==> config.mk <==
export PLATFORM = sky130hd
export DESIGN_NAME = handheld_sound_unit_core
export DESIGN_NICKNAME = d
export VERILOG_FILES = /design/src/hdl/hsu_pkg.sv /design/src/hdl/hsu_div.sv /design/src/hdl/hsu_datapath.sv /design/src/hdl/hsu_ctrl.sv /design/src/hdl/handheld_sound_unit_core.sv
export SDC_FILE = /design/constraint.sdc
export NUM_CORES = 2
export LEC_CHECK = 0
export ABC_CLOCK_PERIOD_IN_PS = 8200
export BUFFER_PORTS_ARGS = -buffer_cell sky130_fd_sc_hd__buf_2
export CAP_MARGIN = 40
export CORE_UTILIZATION = 29
export DETAILED_ROUTE_END_ITERATION = 12
export GPL_ROUTABILITY_DRIVEN = 0
export PLACE_DENSITY = 0.5
export SYNTH_ARGS = -nofsm -noshare
export SYNTH_HDL_FRONTEND = slang
export SYNTH_SLANG_ARGS = --single-unit
==> constraint.sdc <==
create_clock -name clock -period 8.2 [get_ports clock]
set_input_delay 0.82 -clock clock [delete_from_list [all_inputs] [get_ports clock]]
set_output_delay 0.82 -clock clock [all_outputs]
set_load 0.005 [all_outputs]
==> src/hdl/hsu_pkg.sv <==
`default_nettype none
// ----------------------------------------------------------------------------
// hsu_pkg
// Shared types and constants of the handheld sound unit: operation and result
// codes, register offsets, controller/datapath command and status bundles.
// ----------------------------------------------------------------------------
package hsu_pkg;

   localparam logic [2:0] OP_WRITE16 = 3'd0;
   localparam logic [2:0] OP_WRITE8  = 3'd1;
   localparam logic [2:0] OP_READ16  = 3'd2;
   localparam logic [2:0] OP_TIMER   = 3'd3;
   localparam logic [2:0] OP_TICK    = 3'd4;

   localparam logic [1:0] KIND_SAMPLE = 2'd0;
   localparam logic [1:0] KIND_READ   = 2'd1;
   localparam logic [1:0] KIND_DMA    = 2'd2;

   localparam logic [9:0] REG_SQ1_CTL  = 10'h062;
   localparam logic [9:0] REG_SQ1_FREQ = 10'h064;
   localparam logic [9:0] REG_SQ2_CTL  = 10'h068;
   localparam logic [9:0] REG_SQ2_FREQ = 10'h06C;
   localparam logic [9:0] REG_ROUTE    = 10'h080;
   localparam logic [9:0] REG_MIX      = 10'h082;
   localparam logic [9:0] REG_MASTER   = 10'h084;
   localparam logic [9:0] REG_BIAS     = 10'h088;
   localparam logic [9:0] REG_SAMPLE_A = 10'h0A0;
   localparam logic [9:0] REG_SAMPLE_B = 10'h0A4;
   localparam logic [9:0] REG_FIFO_END = 10'h0A8;

   localparam logic [15:0] BIAS_RESET   = 16'h0200;
   localparam logic [11:0] PERIOD_RESET = 12'd380;
   localparam logic        CSR_IDX_PERIOD = 1'b0;

   // shared divider widths
   localparam int DVD_W = 13;
   localparam int DSR_W = 14;

   typedef struct packed {
      logic       load;
      logic       write;
      logic       pop;
      logic       sq_begin;
      logic       sq_end;
      logic       sq_chan;
      logic       acc_begin;
      logic       acc_end;
      logic       mix;
      logic       emit;
      logic [1:0] kind;
      logic       last;
   } hsu_cmd_type;

   typedef struct packed {
      logic [2:0] op;
      logic       master_on;
      logic       div_busy;
      logic       rsp_full;
      logic [1:0] nsamp;
   } hsu_status_type;

   function automatic logic duty_bit(input logic [1:0] duty, input logic [2:0] step);
      logic [7:0] pat;
      case (duty)
         2'd0:    pat = 8'b1000_0000;
         2'd1:    pat = 8'b1000_0001;
         2'd2:    pat = 8'b1110_0001;
         default: pat = 8'b0111_1110;
      endcase
      return pat[step];
   endfunction

endpackage
`default_nettype wire

==> src/hdl/hsu_div.sv <==
`default_nettype none
// ----------------------------------------------------------------------------
// hsu_div
// Restoring divider, one quotient bit per cycle; shared by the square timers
// and the sample accumulator.
// ----------------------------------------------------------------------------
module hsu_div (
   input  wire                       clock,
   input  wire                       reset,
   input  wire                       start,
   input  wire  [hsu_pkg::DVD_W-1:0] dividend,
   input  wire  [hsu_pkg::DSR_W-1:0] divisor,
   output logic                      busy,
   output logic [hsu_pkg::DVD_W-1:0] quotient,
   output logic [hsu_pkg::DSR_W-1:0] remainder
);
   import hsu_pkg::*;

   localparam int CntW = $clog2(DVD_W);

   logic            busy_ff;
   logic [CntW-1:0] cnt_ff;
   logic [DVD_W-1:0] dvd_ff;
   logic [DVD_W-1:0] quo_ff;
   logic [DSR_W-1:0] dsr_ff;
   logic [DSR_W-1:0] rem_ff;
   logic [DSR_W:0]   trial;
   logic             fits;

   assign trial = {rem_ff, dvd_ff[DVD_W-1]};
   assign fits  = trial >= {1'b0, dsr_ff};

   always_ff @(posedge clock) begin
      if (reset) begin
         busy_ff <= 1'b0;
      end else if (start) begin
         busy_ff <= 1'b1;
         cnt_ff  <= CntW'(DVD_W - 1);
         dvd_ff  <= dividend;
         dsr_ff  <= divisor;
         rem_ff  <= '0;
         quo_ff  <= '0;
      end else if (busy_ff) begin
         rem_ff <= fits ? DSR_W'(trial - {1'b0, dsr_ff}) : trial[DSR_W-1:0];
         quo_ff <= {quo_ff[DVD_W-2:0], fits};
         dvd_ff <= {dvd_ff[DVD_W-2:0], 1'b0};
         if (cnt_ff == '0) begin
            busy_ff <= 1'b0;
         end else begin
            cnt_ff <= cnt_ff - 1'b1;
         end
      end
   end

   assign busy      = busy_ff;
   assign quotient  = quo_ff;
   assign remainder = rem_ff;

endmodule
`default_nettype wire

==> src/hdl/hsu_datapath.sv <==
`default_nettype none
// ----------------------------------------------------------------------------
// hsu_datapath
// Sound registers, square channels, sample FIFOs, mixer and result register.
// ----------------------------------------------------------------------------
module hsu_datapath #(
   parameter int FIFO_DEPTH   = 32,
   parameter int REFILL_LEVEL = 16
) (
   input  wire                          clock,
   input  wire                          reset,
   input  wire  hsu_pkg::hsu_cmd_type   cmd,
   output hsu_pkg::hsu_status_type      status,
   input  wire  [11:0]                  sample_period,
   input  wire  [2:0]                   req_operation,
   input  wire  [9:0]                   req_reg_offset,
   input  wire  [15:0]                  req_write_data,
   input  wire  [1:0]                   req_timer_index,
   input  wire  [9:0]                   req_cycles,
   output logic                         rsp_valid,
   input  wire                          rsp_ready,
   output logic [1:0]                   rsp_kind,
   output logic signed [15:0]           rsp_left_sample,
   output logic signed [15:0]           rsp_right_sample,
   output logic [15:0]                  rsp_read_data,
   output logic                         rsp_dma_request_a,
   output logic                         rsp_dma_request_b,
   output logic                         rsp_last
);
   import hsu_pkg::*;

   localparam int AW = $clog2(FIFO_DEPTH);
   localparam int CW = $clog2(FIFO_DEPTH + 1);

   // latched request
   logic [2:0]  op_ff;
   logic [9:0]  off_ff;
   logic [15:0] data_ff;
   logic [1:0]  tsel_ff;
   logic [9:0]  cycles_ff;

   logic [10:0] sq_freq_ff [2];
   logic [1:0]  sq_duty_ff [2];
   logic [2:0]  sq_step_ff [2];
   logic [13:0] sq_timer_ff [2];
   logic        sq_on_ff [2];
   logic [3:0]  sq_vol_ff [2];
   logic [3:0]  sq_ivol_ff [2];
   logic [15:0] route_ff;
   logic [15:0] mix_ff;
   logic        master_ff;
   logic [15:0] bias_ff;
   logic [11:0] acc_ff;
   logic        pend_ff;
   logic [1:0]  nsamp_ff;

   logic [7:0]    mem_a [FIFO_DEPTH];
   logic [7:0]    mem_b [FIFO_DEPTH];
   logic [AW-1:0] head_ff [2];
   logic [AW-1:0] tail_ff [2];
   logic [CW-1:0] count_ff [2];
   logic [7:0]    held_ff [2];
   logic          dma_ff [2];

   logic signed [15:0] mix_left_ff;
   logic signed [15:0] mix_right_ff;

   logic        rsp_valid_ff;
   logic [1:0]  rsp_kind_ff;
   logic [15:0] rsp_left_ff;
   logic [15:0] rsp_right_ff;
   logic [15:0] rsp_read_ff;
   logic        rsp_dma_a_ff;
   logic        rsp_dma_b_ff;
   logic        rsp_last_ff;

   // decode of the latched request
   logic        wr8;
   logic        hit_a;
   logic        hit_b;
   logic [9:0]  base;
   logic [15:0] rd_val;
   logic [15:0] wdata;
   logic        do_w16;
   logic        push_a;
   logic        push_b;
   logic        soft_reset;
   logic [13:0] sq_per [2];

   assign wr8   = op_ff == OP_WRITE8;
   assign hit_a = off_ff >= REG_SAMPLE_A && off_ff < REG_SAMPLE_B;
   assign hit_b = off_ff >= REG_SAMPLE_B && off_ff < REG_FIFO_END;
   assign base  = wr8 ? {off_ff[9:1], 1'b0} : off_ff;

   always_comb begin
      case (base)
         REG_ROUTE:  rd_val = route_ff;
         REG_MIX:    rd_val = mix_ff;
         REG_MASTER: rd_val = {8'd0, master_ff, 5'd0, sq_on_ff[1], sq_on_ff[0]};
         REG_BIAS:   rd_val = bias_ff;
         default:    rd_val = 16'd0;
      endcase
   end

   assign wdata  = !wr8 ? data_ff :
                   off_ff[0] ? {data_ff[7:0], rd_val[7:0]} : {rd_val[15:8], data_ff[7:0]};
   assign do_w16 = cmd.write && (op_ff == OP_WRITE16 || (wr8 && !hit_a && !hit_b));
   assign push_a = cmd.write && wr8 && hit_a && count_ff[0] != CW'(FIFO_DEPTH);
   assign push_b = cmd.write && wr8 && hit_b && count_ff[1] != CW'(FIFO_DEPTH);
   assign soft_reset = do_w16 && base == REG_MASTER && !wdata[7];

   always_comb begin
      for (int c = 0; c < 2; c++) begin
         sq_per[c] = {12'd2048 - {1'b0, sq_freq_ff[c]}, 2'b00};
      end
   end

   function automatic logic [AW-1:0] ptr_next(input logic [AW-1:0] p);
      return (p == AW'(FIFO_DEPTH - 1)) ? '0 : p + 1'b1;
   endfunction

   // shared divider
   logic             div_start;
   logic [DVD_W-1:0] div_dvd;
   logic [DSR_W-1:0] div_dsr;
   logic             div_busy;
   logic [DVD_W-1:0] div_quo;
   logic [DSR_W-1:0] div_rem;
   logic             ch;
   logic             sq_short;

   assign ch       = cmd.sq_chan;
   assign sq_short = {4'd0, cycles_ff} < sq_timer_ff[ch];

   always_comb begin
      div_start = 1'b0;
      div_dvd   = DVD_W'(cycles_ff - 10'(sq_timer_ff[ch]));
      div_dsr   = sq_per[ch];
      if (cmd.sq_begin && sq_on_ff[ch] && !sq_short) begin
         div_start = 1'b1;
      end
      if (cmd.acc_begin) begin
         div_start = 1'b1;
         div_dvd   = DVD_W'(acc_ff) + DVD_W'(cycles_ff);
         div_dsr   = (sample_period == 12'd0) ? DSR_W'(1) : DSR_W'(sample_period);
      end
   end

   hsu_div u_div (
      .clock     (clock),
      .reset     (reset),
      .start     (div_start),
      .dividend  (div_dvd),
      .divisor   (div_dsr),
      .busy      (div_busy),
      .quotient  (div_quo),
      .remainder (div_rem)
   );

   // FIFO pop decisions
   logic          pop_match [2];
   logic          pop_do [2];
   logic [CW-1:0] count_after [2];

   always_comb begin
      for (int f = 0; f < 2; f++) begin
         pop_match[f]   = {1'b0, mix_ff[10 + 4*f]} == tsel_ff;
         pop_do[f]      = cmd.pop && pop_match[f] && count_ff[f] != '0;
         count_after[f] = pop_do[f] ? count_ff[f] - 1'b1 : count_ff[f];
      end
   end

   always_ff @(posedge clock) begin
      if (push_a) begin
         mem_a[tail_ff[0]] <= data_ff[7:0];
      end
      if (push_b) begin
         mem_b[tail_ff[1]] <= data_ff[7:0];
      end
   end

   always_ff @(posedge clock) begin
      if (cmd.load) begin
         op_ff     <= req_operation;
         off_ff    <= req_reg_offset;
         data_ff   <= req_write_data;
         tsel_ff   <= req_timer_index;
         cycles_ff <= req_cycles;
      end
   end

   always_ff @(posedge clock) begin
      if (reset || soft_reset) begin
         for (int c = 0; c < 2; c++) begin
            sq_freq_ff[c]  <= '0;
            sq_duty_ff[c]  <= '0;
            sq_step_ff[c]  <= '0;
            sq_timer_ff[c] <= '0;
            sq_on_ff[c]    <= 1'b0;
            sq_vol_ff[c]   <= '0;
            sq_ivol_ff[c]  <= '0;
            head_ff[c]     <= '0;
            tail_ff[c]     <= '0;
            count_ff[c]    <= '0;
            held_ff[c]     <= '0;
            dma_ff[c]      <= 1'b0;
         end
         route_ff  <= '0;
         mix_ff    <= '0;
         master_ff <= 1'b0;
         bias_ff   <= BIAS_RESET;
         acc_ff    <= '0;
         pend_ff   <= 1'b0;
         nsamp_ff  <= '0;
      end else begin
         if (do_w16) begin
            case (base)
               REG_SQ1_CTL, REG_SQ2_CTL: begin
                  sq_duty_ff[base[3]] <= wdata[7:6];
                  sq_ivol_ff[base[3]] <= wdata[15:12];
               end
               REG_SQ1_FREQ, REG_SQ2_FREQ: begin
                  sq_freq_ff[base[3]] <= wdata[10:0];
                  if (wdata[15]) begin
                     sq_on_ff[base[3]]    <= 1'b1;
                     sq_vol_ff[base[3]]   <= sq_ivol_ff[base[3]];
                     sq_timer_ff[base[3]] <= {12'd2048 - {1'b0, wdata[10:0]}, 2'b00};
                  end
               end
               REG_ROUTE: route_ff <= wdata;
               REG_MIX: begin
                  mix_ff <= wdata;
                  for (int f = 0; f < 2; f++) begin
                     if (wdata[11 + 4*f]) begin
                        head_ff[f]  <= '0;
                        tail_ff[f]  <= '0;
                        count_ff[f] <= '0;
                     end
                  end
               end
               REG_MASTER: master_ff <= 1'b1;
               REG_BIAS:   bias_ff <= wdata;
               default: ;
            endcase
         end
         if (push_a) begin
            tail_ff[0]  <= ptr_next(tail_ff[0]);
            count_ff[0] <= count_ff[0] + 1'b1;
         end
         if (push_b) begin
            tail_ff[1]  <= ptr_next(tail_ff[1]);
            count_ff[1] <= count_ff[1] + 1'b1;
         end
         if (cmd.pop) begin
            for (int f = 0; f < 2; f++) begin
               dma_ff[f] <= pop_match[f] && (32'(count_after[f]) <= 32'(REFILL_LEVEL));
               if (pop_do[f]) begin
                  head_ff[f]  <= ptr_next(head_ff[f]);
                  count_ff[f] <= count_after[f];
               end
            end
            if (pop_do[0]) held_ff[0] <= mem_a[head_ff[0]];
            if (pop_do[1]) held_ff[1] <= mem_b[head_ff[1]];
         end
         if (cmd.sq_begin) begin
            pend_ff <= div_start;
            if (sq_on_ff[ch] && sq_short) begin
               sq_timer_ff[ch] <= sq_timer_ff[ch] - {4'd0, cycles_ff};
            end
         end
         if (cmd.sq_end && pend_ff) begin
            sq_step_ff[ch]  <= sq_step_ff[ch] + div_quo[2:0] + 3'd1;
            sq_timer_ff[ch] <= sq_per[ch] - div_rem;
         end
         if (cmd.acc_end) begin
            acc_ff   <= div_rem[11:0];
            nsamp_ff <= (div_quo >= DVD_W'(3)) ? 2'd3 : div_quo[1:0];
         end
      end
   end

   // mixer
   logic signed [18:0] sum_l;
   logic signed [18:0] sum_r;
   logic signed [18:0] sq_term;
   logic signed [18:0] f_term;

   always_comb begin
      sum_l = '0;
      sum_r = '0;
      for (int c = 0; c < 2; c++) begin
         sq_term = signed'(19'({sq_vol_ff[c], 6'd0}));
         if (!duty_bit(sq_duty_ff[c], sq_step_ff[c])) sq_term = -sq_term;
         if (sq_on_ff[c] && route_ff[12 + c]) sum_l = sum_l + sq_term;
         if (sq_on_ff[c] && route_ff[8 + c])  sum_r = sum_r + sq_term;
      end
      for (int f = 0; f < 2; f++) begin
         f_term = mix_ff[2 + f] ? signed'({{2{held_ff[f][7]}}, held_ff[f], 9'd0})
                                : signed'({{3{held_ff[f][7]}}, held_ff[f], 8'd0});
         if (mix_ff[9 + 4*f]) sum_l = sum_l + f_term;
         if (mix_ff[8 + 4*f]) sum_r = sum_r + f_term;
      end
   end

   function automatic logic [15:0] clamp16(input logic signed [18:0] x);
      if (x > 19'sd32767)  return 16'h7FFF;
      if (x < -19'sd32768) return 16'h8000;
      return x[15:0];
   endfunction

   always_ff @(posedge clock) begin
      if (cmd.mix) begin
         mix_left_ff  <= signed'(clamp16(sum_l));
         mix_right_ff <= signed'(clamp16(sum_r));
      end
   end

   // result register
   always_ff @(posedge clock) begin
      if (reset) begin
         rsp_valid_ff <= 1'b0;
      end else if (cmd.emit) begin
         rsp_valid_ff <= 1'b1;
      end else if (rsp_ready) begin
         rsp_valid_ff <= 1'b0;
      end
   end

   always_ff @(posedge clock) begin
      if (cmd.emit) begin
         rsp_kind_ff  <= cmd.kind;
         rsp_last_ff  <= cmd.last;
         rsp_left_ff  <= (cmd.kind == KIND_SAMPLE) ? mix_left_ff : 16'd0;
         rsp_right_ff <= (cmd.kind == KIND_SAMPLE) ? mix_right_ff : 16'd0;
         rsp_read_ff  <= (cmd.kind == KIND_READ) ? rd_val : 16'd0;
         rsp_dma_a_ff <= (cmd.kind == KIND_DMA) && dma_ff[0];
         rsp_dma_b_ff <= (cmd.kind == KIND_DMA) && dma_ff[1];
      end
   end

   assign rsp_valid         = rsp_valid_ff;
   assign rsp_kind          = rsp_kind_ff;
   assign rsp_left_sample   = signed'(rsp_left_ff);
   assign rsp_right_sample  = signed'(rsp_right_ff);
   assign rsp_read_data     = rsp_read_ff;
   assign rsp_dma_request_a = rsp_dma_a_ff;
   assign rsp_dma_request_b = rsp_dma_b_ff;
   assign rsp_last          = rsp_last_ff;

   assign status.op        = op_ff;
   assign status.master_on = master_ff;
   assign status.div_busy  = div_busy;
   assign status.rsp_full  = rsp_valid_ff;
   assign status.nsamp     = nsamp_ff;

endmodule
`default_nettype wire

==> src/hdl/hsu_ctrl.sv <==
`default_nettype none
// ----------------------------------------------------------------------------
// hsu_ctrl
// Sequencer: decodes each request and steps the datapath through it.
// ----------------------------------------------------------------------------
module hsu_ctrl (
   input  wire                          clock,
   input  wire                          reset,
   input  wire                          req_valid,
   output logic                         req_ready,
   input  wire  hsu_pkg::hsu_status_type status,
   output hsu_pkg::hsu_cmd_type         cmd
);
   import hsu_pkg::*;

   typedef enum logic [3:0] {
      S_IDLE, S_DECODE, S_WRITE, S_POP, S_EMIT_ONE, S_SQ_GO, S_SQ_WAIT,
      S_ACC_GO, S_ACC_WAIT, S_MIX, S_EMIT_MIX
   } state_type;

   state_type  state_ff;
   logic [1:0] kind_ff;
   logic       chan_ff;
   logic [1:0] count_ff;
   logic       mix_last;

   assign mix_last  = (count_ff + 2'd1) == status.nsamp;
   assign req_ready = state_ff == S_IDLE;

   always_comb begin
      cmd         = '0;
      cmd.sq_chan = chan_ff;
      cmd.kind    = kind_ff;
      case (state_ff)
         S_IDLE:     cmd.load = req_valid;
         S_WRITE:    cmd.write = 1'b1;
         S_POP:      cmd.pop = 1'b1;
         S_EMIT_ONE: begin
            cmd.emit = !status.rsp_full;
            cmd.last = 1'b1;
         end
         S_SQ_GO:    cmd.sq_begin = 1'b1;
         S_SQ_WAIT:  cmd.sq_end = !status.div_busy;
         S_ACC_GO:   cmd.acc_begin = 1'b1;
         S_ACC_WAIT: cmd.acc_end = !status.div_busy;
         S_MIX:      cmd.mix = 1'b1;
         S_EMIT_MIX: begin
            cmd.emit = !status.rsp_full;
            cmd.kind = KIND_SAMPLE;
            cmd.last = mix_last;
         end
         default: ;
      endcase
   end

   always_ff @(posedge clock) begin
      if (reset) begin
         state_ff <= S_IDLE;
         kind_ff  <= KIND_SAMPLE;
         chan_ff  <= 1'b0;
         count_ff <= '0;
      end else begin
         case (state_ff)
            S_IDLE: begin
               if (req_valid) state_ff <= S_DECODE;
            end
            S_DECODE: begin
               chan_ff  <= 1'b0;
               count_ff <= '0;
               case (status.op)
                  OP_WRITE16, OP_WRITE8: state_ff <= S_WRITE;
                  OP_READ16: begin
                     kind_ff  <= KIND_READ;
                     state_ff <= S_EMIT_ONE;
                  end
                  OP_TIMER: begin
                     kind_ff  <= KIND_DMA;
                     state_ff <= S_POP;
                  end
                  OP_TICK: state_ff <= status.master_on ? S_SQ_GO : S_IDLE;
                  default: state_ff <= S_IDLE;
               endcase
            end
            S_WRITE:    state_ff <= S_IDLE;
            S_POP:      state_ff <= S_EMIT_ONE;
            S_EMIT_ONE: begin
               if (!status.rsp_full) state_ff <= S_IDLE;
            end
            S_SQ_GO:    state_ff <= S_SQ_WAIT;
            S_SQ_WAIT: begin
               if (!status.div_busy) begin
                  chan_ff  <= 1'b1;
                  state_ff <= chan_ff ? S_ACC_GO : S_SQ_GO;
               end
            end
            S_ACC_GO:   state_ff <= S_ACC_WAIT;
            S_ACC_WAIT: begin
               if (!status.div_busy) state_ff <= S_MIX;
            end
            S_MIX:      state_ff <= (status.nsamp == 2'd0) ? S_IDLE : S_EMIT_MIX;
            S_EMIT_MIX: begin
               if (!status.rsp_full) begin
                  count_ff <= count_ff + 2'd1;
                  if (mix_last) state_ff <= S_IDLE;
               end
            end
            default: state_ff <= S_IDLE;
         endcase
      end
   end

endmodule
`default_nettype wire

==> src/hdl/handheld_sound_unit_core.sv <==
`default_nettype none
// ----------------------------------------------------------------------------
// handheld_sound_unit_core
// Sound unit: two square channels, two sample FIFOs and a stereo mixer behind
// a register window; sample period set through the configuration port.
// ----------------------------------------------------------------------------
// Ticks with master enable on run the shared restoring divider for each square
// timer whose channel is on and whose count the tick reaches, then for the
// sample accumulator, then emit each stereo sample. One request is in flight
// at a time. Reset (synchronous, active high) clears the sound registers,
// controller and result valid flag; sample period to 380.
// FIFO storage is not cleared; only its pointers are.
module handheld_sound_unit_core #(
   parameter int FIFO_DEPTH   = 32,
   parameter int REFILL_LEVEL = 16
) (
   input  wire                clock,
   input  wire                reset,
   input  wire                req_valid,
   output logic               req_ready,
   input  wire  [2:0]         req_operation,
   input  wire  [9:0]         req_reg_offset,
   input  wire  [15:0]        req_write_data,
   input  wire  [1:0]         req_timer_index,
   input  wire  [9:0]         req_cycles,
   output logic               rsp_valid,
   input  wire                rsp_ready,
   output logic [1:0]         rsp_kind,
   output logic signed [15:0] rsp_left_sample,
   output logic signed [15:0] rsp_right_sample,
   output logic [15:0]        rsp_read_data,
   output logic               rsp_dma_request_a,
   output logic               rsp_dma_request_b,
   output logic               rsp_last,
   input  wire                psel,
   input  wire                penable,
   input  wire                pwrite,
   input  wire  [2:0]         paddr,
   input  wire  [31:0]        pwdata,
   output logic [31:0]        prdata,
   output logic               pready
);
   import hsu_pkg::*;

   logic [11:0]    period_ff;
   hsu_cmd_type    cmd;
   hsu_status_type status;

   always_ff @(posedge clock) begin
      if (reset) begin
         period_ff <= PERIOD_RESET;
      end else if (psel && penable && pwrite && paddr[2] == CSR_IDX_PERIOD) begin
         period_ff <= pwdata[11:0];
      end
   end

   assign prdata = (paddr[2] == CSR_IDX_PERIOD) ? {20'd0, period_ff} : 32'd0;
   assign pready = 1'b1;

   hsu_ctrl u_ctrl (
      .clock     (clock),
      .reset     (reset),
      .req_valid (req_valid),
      .req_ready (req_ready),
      .status    (status),
      .cmd       (cmd)
   );

   hsu_datapath #(
      .FIFO_DEPTH   (FIFO_DEPTH),
      .REFILL_LEVEL (REFILL_LEVEL)
   ) u_dp (
      .clock             (clock),
      .reset             (reset),
      .cmd               (cmd),
      .status            (status),
      .sample_period     (period_ff),
      .req_operation     (req_operation),
      .req_reg_offset    (req_reg_offset),
      .req_write_data    (req_write_data),
      .req_timer_index   (req_timer_index),
      .req_cycles        (req_cycles),
      .rsp_valid         (rsp_valid),
      .rsp_ready         (rsp_ready),
      .rsp_kind          (rsp_kind),
      .rsp_left_sample   (rsp_left_sample),
      .rsp_right_sample  (rsp_right_sample),
      .rsp_read_data     (rsp_read_data),
      .rsp_dma_request_a (rsp_dma_request_a),
      .rsp_dma_request_b (rsp_dma_request_b),
      .rsp_last          (rsp_last)
   );

endmodule
`default_nettype wire

==> summary.txt <==
Outcome
  • Outcome: completed

Detailed routing
  • Routed via count: 26750
  • Routed Wire Length: 111600 µm
  • Iteration count of the initial detailed-routing pass: 8
  • Vias per inst: 4.887
  • Initial DRC Count: 1686
  • Post-DRT Antenna Nets: 0
  • Post-DR wirelength/cell: 20.39 µm
  • Residual DRC: 0

Floorplan
  • Chip width: 389.2 µm
  • Core Area: about 150000 µm²
  • Io pins: 171
  • Full die area: 151400 µm²
  • Initial Utilization: 29.33%
  • Row cnt: around 140
  • Die Span Y: 389.2 µm

Worst setup path
  • Setup crit start kind: flip-flop
  • Crit path DAT: 7.90 ns
  • Worst-path fanout max: 10
  • Slowest cell on the critical path: o311ai_1
  • Critical path capture point type: flip-flop
  • Worst EP required: between 8 and 9 ns
  • Max incr delay on CP: approximately 0.47 ns
  • Crit path kind: flip-flop to flip-flop
  • Crit path top cell by count: a21oi_1

CTS
  • Htree depth: 3
  • Max clock buf depth: 3
  • Clk slew on worst S/H paths: 0.06 ns
  • CTS tree: built
  • Root Driver: clkbuf_16
  • Postcts setup bufs: 0
  • CTS resizes: 0
  • Clk_lat worst skew: 0.71 ns
  • CTS Sinks: between 800 and 900
  • # hold bufs at CTS: 0
  • CTS buffer count: 99

STA
  • Max-slew headroom: approximately 38%
  • Final hold violation count: 0
  • Tmin final: ~7.5 ns
  • Setup_tns: 0 ns
  • Hold slack: 0.2809 ns
  • Final period util: 91.46%
  • Slew Viols, Final: 0
  • Fmax: 133.3 MHz
  • Worst Skew: 0.03815 ns
  • Least-Margin Pin Slew: between 0.9 and 1 ns
  • Unrepaired setup endpoints after global routing: false
  • # setup viols final: 0

Power
  • Worst IR drop on VDD: between 0.1 and 0.15 mV
  • Psw: 2.540 mW
  • Clock Power Share: 41.7%
  • Switch share: between 20 and 25%
  • Design internal power: between 8 and 9 mW
  • PD cells: 212.5 nW/µm²
  • Gate power share: 8.6%
  • Leak Pwr: roughly 17 nW
  • Seq pwr share: 49.6%

Place
  • Count of input and output buffers: approximately 130
  • DP HPWL: 76530 µm
  • Placed instance count: between 5000 and 6000

Synthesis
  • Count leader, synth: edfxtp_1
  • Register area share after synthesis: 59.59%
  • Post-synth ARST share: 0%
  • Ys Warns: 0
  • Synth Instances: 3322
  • Synth top area share: between 50% and 60%
  • Yosys reg bits: a little under 900
  • Cell variety after synth: 94
  • Post-synth EDFFs: around 800
  • Area contributors post-synth: edfxtp_1 (55%), mux4_2 (8.3%), ha_1 (4.2%)
  • Syn Area/Cell: 13.09 µm²
  • Post-synth top flop: edfxtp_1
  • Synth area leader: edfxtp_1
  • Syn Std Cell Area: 43470 µm²
  • Most frequent cells after synthesis: edfxtp_1 (802), nor2_1 (391), nand2_1 (220)

Global route
  • Largest net degree at the start of global routing: between 60 and 70
  • Antenna violations before repair: 6
  • GR peak layer: met2
  • Met1 Usage GRT: 19.46%
  • First-pass GRT wire length: 168400 µm
  • Total congestion overflow: 0
  • Met3 global-route usage: roughly 1.8%
  • GRT Total Usage: between 10% and 20%
  • Number of global-route vias before repair: 26640
  • Grt met2 use: 24.60%

Cells and area
  • Area grow syn2layout: 14.32%
  • Final net count: 3705
  • Non-filler cells, final: 5474
  • Share of cells above drive strength 1: 16.43%

Worst hold path
  • Hold crit path type: input port to flip-flop

Run
  • Max-cap violation count: 0
[critical path, delay by kind of cell (launching register included)]
family	cells	cell delay, ns
and+or+nand+nor	4	0.65
buffers and inverters	1	0.08
xor gates and xnor gates	4	0.62
DFF	1	0.42
adders and majority gates	4	1.13
muxes	2	0.55
AOI/OAI and AO/OA	16	3.72
[through the flow]
| stage | setup slack [ns] | util, % | cell area, µm² | power (mW) |
|---|---|---|---|---|
| after floorplan | 1.555 | - | 43540 | 5.870 |
| after global placement | 0.6661 | 31.16 | 46170 | 6.247 |
| after detailed placement | 0.5821 | 31.38 | 46500 | 6.266 |
| after CTS | 0.5465 | 33.53 | 49690 | 10.70 |
| after global routing | 0.04211 | 33.53 | 49690 | 10.93 |
| final | 0.7003 | 33.53 | 49690 | 10.56 |
[flip-flops by register name, summed over array words and instances (netlist names), 14 cells and up, named ones only]
| name | count |
|---|---|
| u_dp.mem_b | 256 |
| u_dp.u_div.remainder | 14 |
| u_dp.sq_freq_ff | 22 |
| u_dp.sq_timer_ff | 28 |
| u_dp.data_ff | 16 |
| u_dp.rsp_read_data | 16 |
| u_dp.held_ff | 16 |
| u_dp.mem_a | 256 |
| u_dp.route_ff | 16 |
| u_dp.bias_ff | 16 |
| u_dp.u_div.dsr_ff | 14 |
| u_dp.mix_ff | 16 |
[layer usage]
| layer | share of wire (%) | vias up |
|---|---|---|
| met1 | 44 | 13340 |
| li1 | - | 12670 |
| met3 | 4.0 | 160 |
| met5 | 0 | - |
| met2 | 49 | 580 |
| met4 | 2.9 | 0 |
[cells by family (layout without fill, tap and decap cells)]
logic type	count (synthesis)	count (layout)	synth area share, %
and+or+nand+nor	952	952	10.14
DFF	893	893	59.59
AOI/OAI and AO/OA	556	556	8.186
buffers and inverters	337	538	3.232
muxes	291	291	11.39
adders and majority gates	161	161	4.810
xor gates and xnor gates	130	130	2.637
other	2	23	0.01728
[layout make-up]
cell class | count | area (µm²)
Clock inverter | 48 | 493.0
Clock buffer | 131 | 2691
Inverter | 152 | 570.5
Sequential cell | 893 | 25900
Tap cell | 1930 | 2415
Timing Repair Buffer | 207 | 1320
Antenna cell | 2 | 5.005
Fill cell | 14540 | 98500
Multi-Input combinational cell | 2111 | 16290
[worst paths after layout]
kind | slack, ns | startpoint | cells past startpoint | to
max | 0.70 | u_dp.sq_duty_ff[0][0] | 31 | u_dp.mix_right_ff[8]
min | 0.28 | req_cycles[6] | 1 | u_dp.cycles_ff[6]
max reg2reg | 0.70 | u_dp.sq_duty_ff[0][0] | 31 | u_dp.mix_right_ff[8]
min reg2reg | 0.46 | u_dp.mix_ff[11] | 2 | u_dp.mix_ff[11]
[placed cells by master, fill, tap and decap left out, drive strengths merged, types with 20 or more instances in the layout]
cell and count:
clkbuf 131, nor3 74, xor2 40, nor2 391, a21oi 191, inv 156
nand3 45, clkinv 32, a211oi 57, ha 147, o21bai 20, nand2 220
mux4 160, mux2i 102, and3 22, buf 207, dfxtp 91, o31ai 23
nor2b 31, and2 51, xnor2 90, o21ai 107, a21o 37, nand3b 20
mux2 29, conb 21, edfxtp 802
[power groups by stage]
stage          Combinational [mW]  Sequential (mW)  Clock, mW
2_1_floorplan               0.540             5.33          0
3_3_place_gp                0.908             5.34          0
3_5_place_dp                0.929             5.34          0
4_1_cts                     0.931             5.24       4.53
5_1_grt                      1.00             5.25       4.68
6_report                    0.912             5.24       4.41
Note: power is estimated with default switching activity, not from simulation.
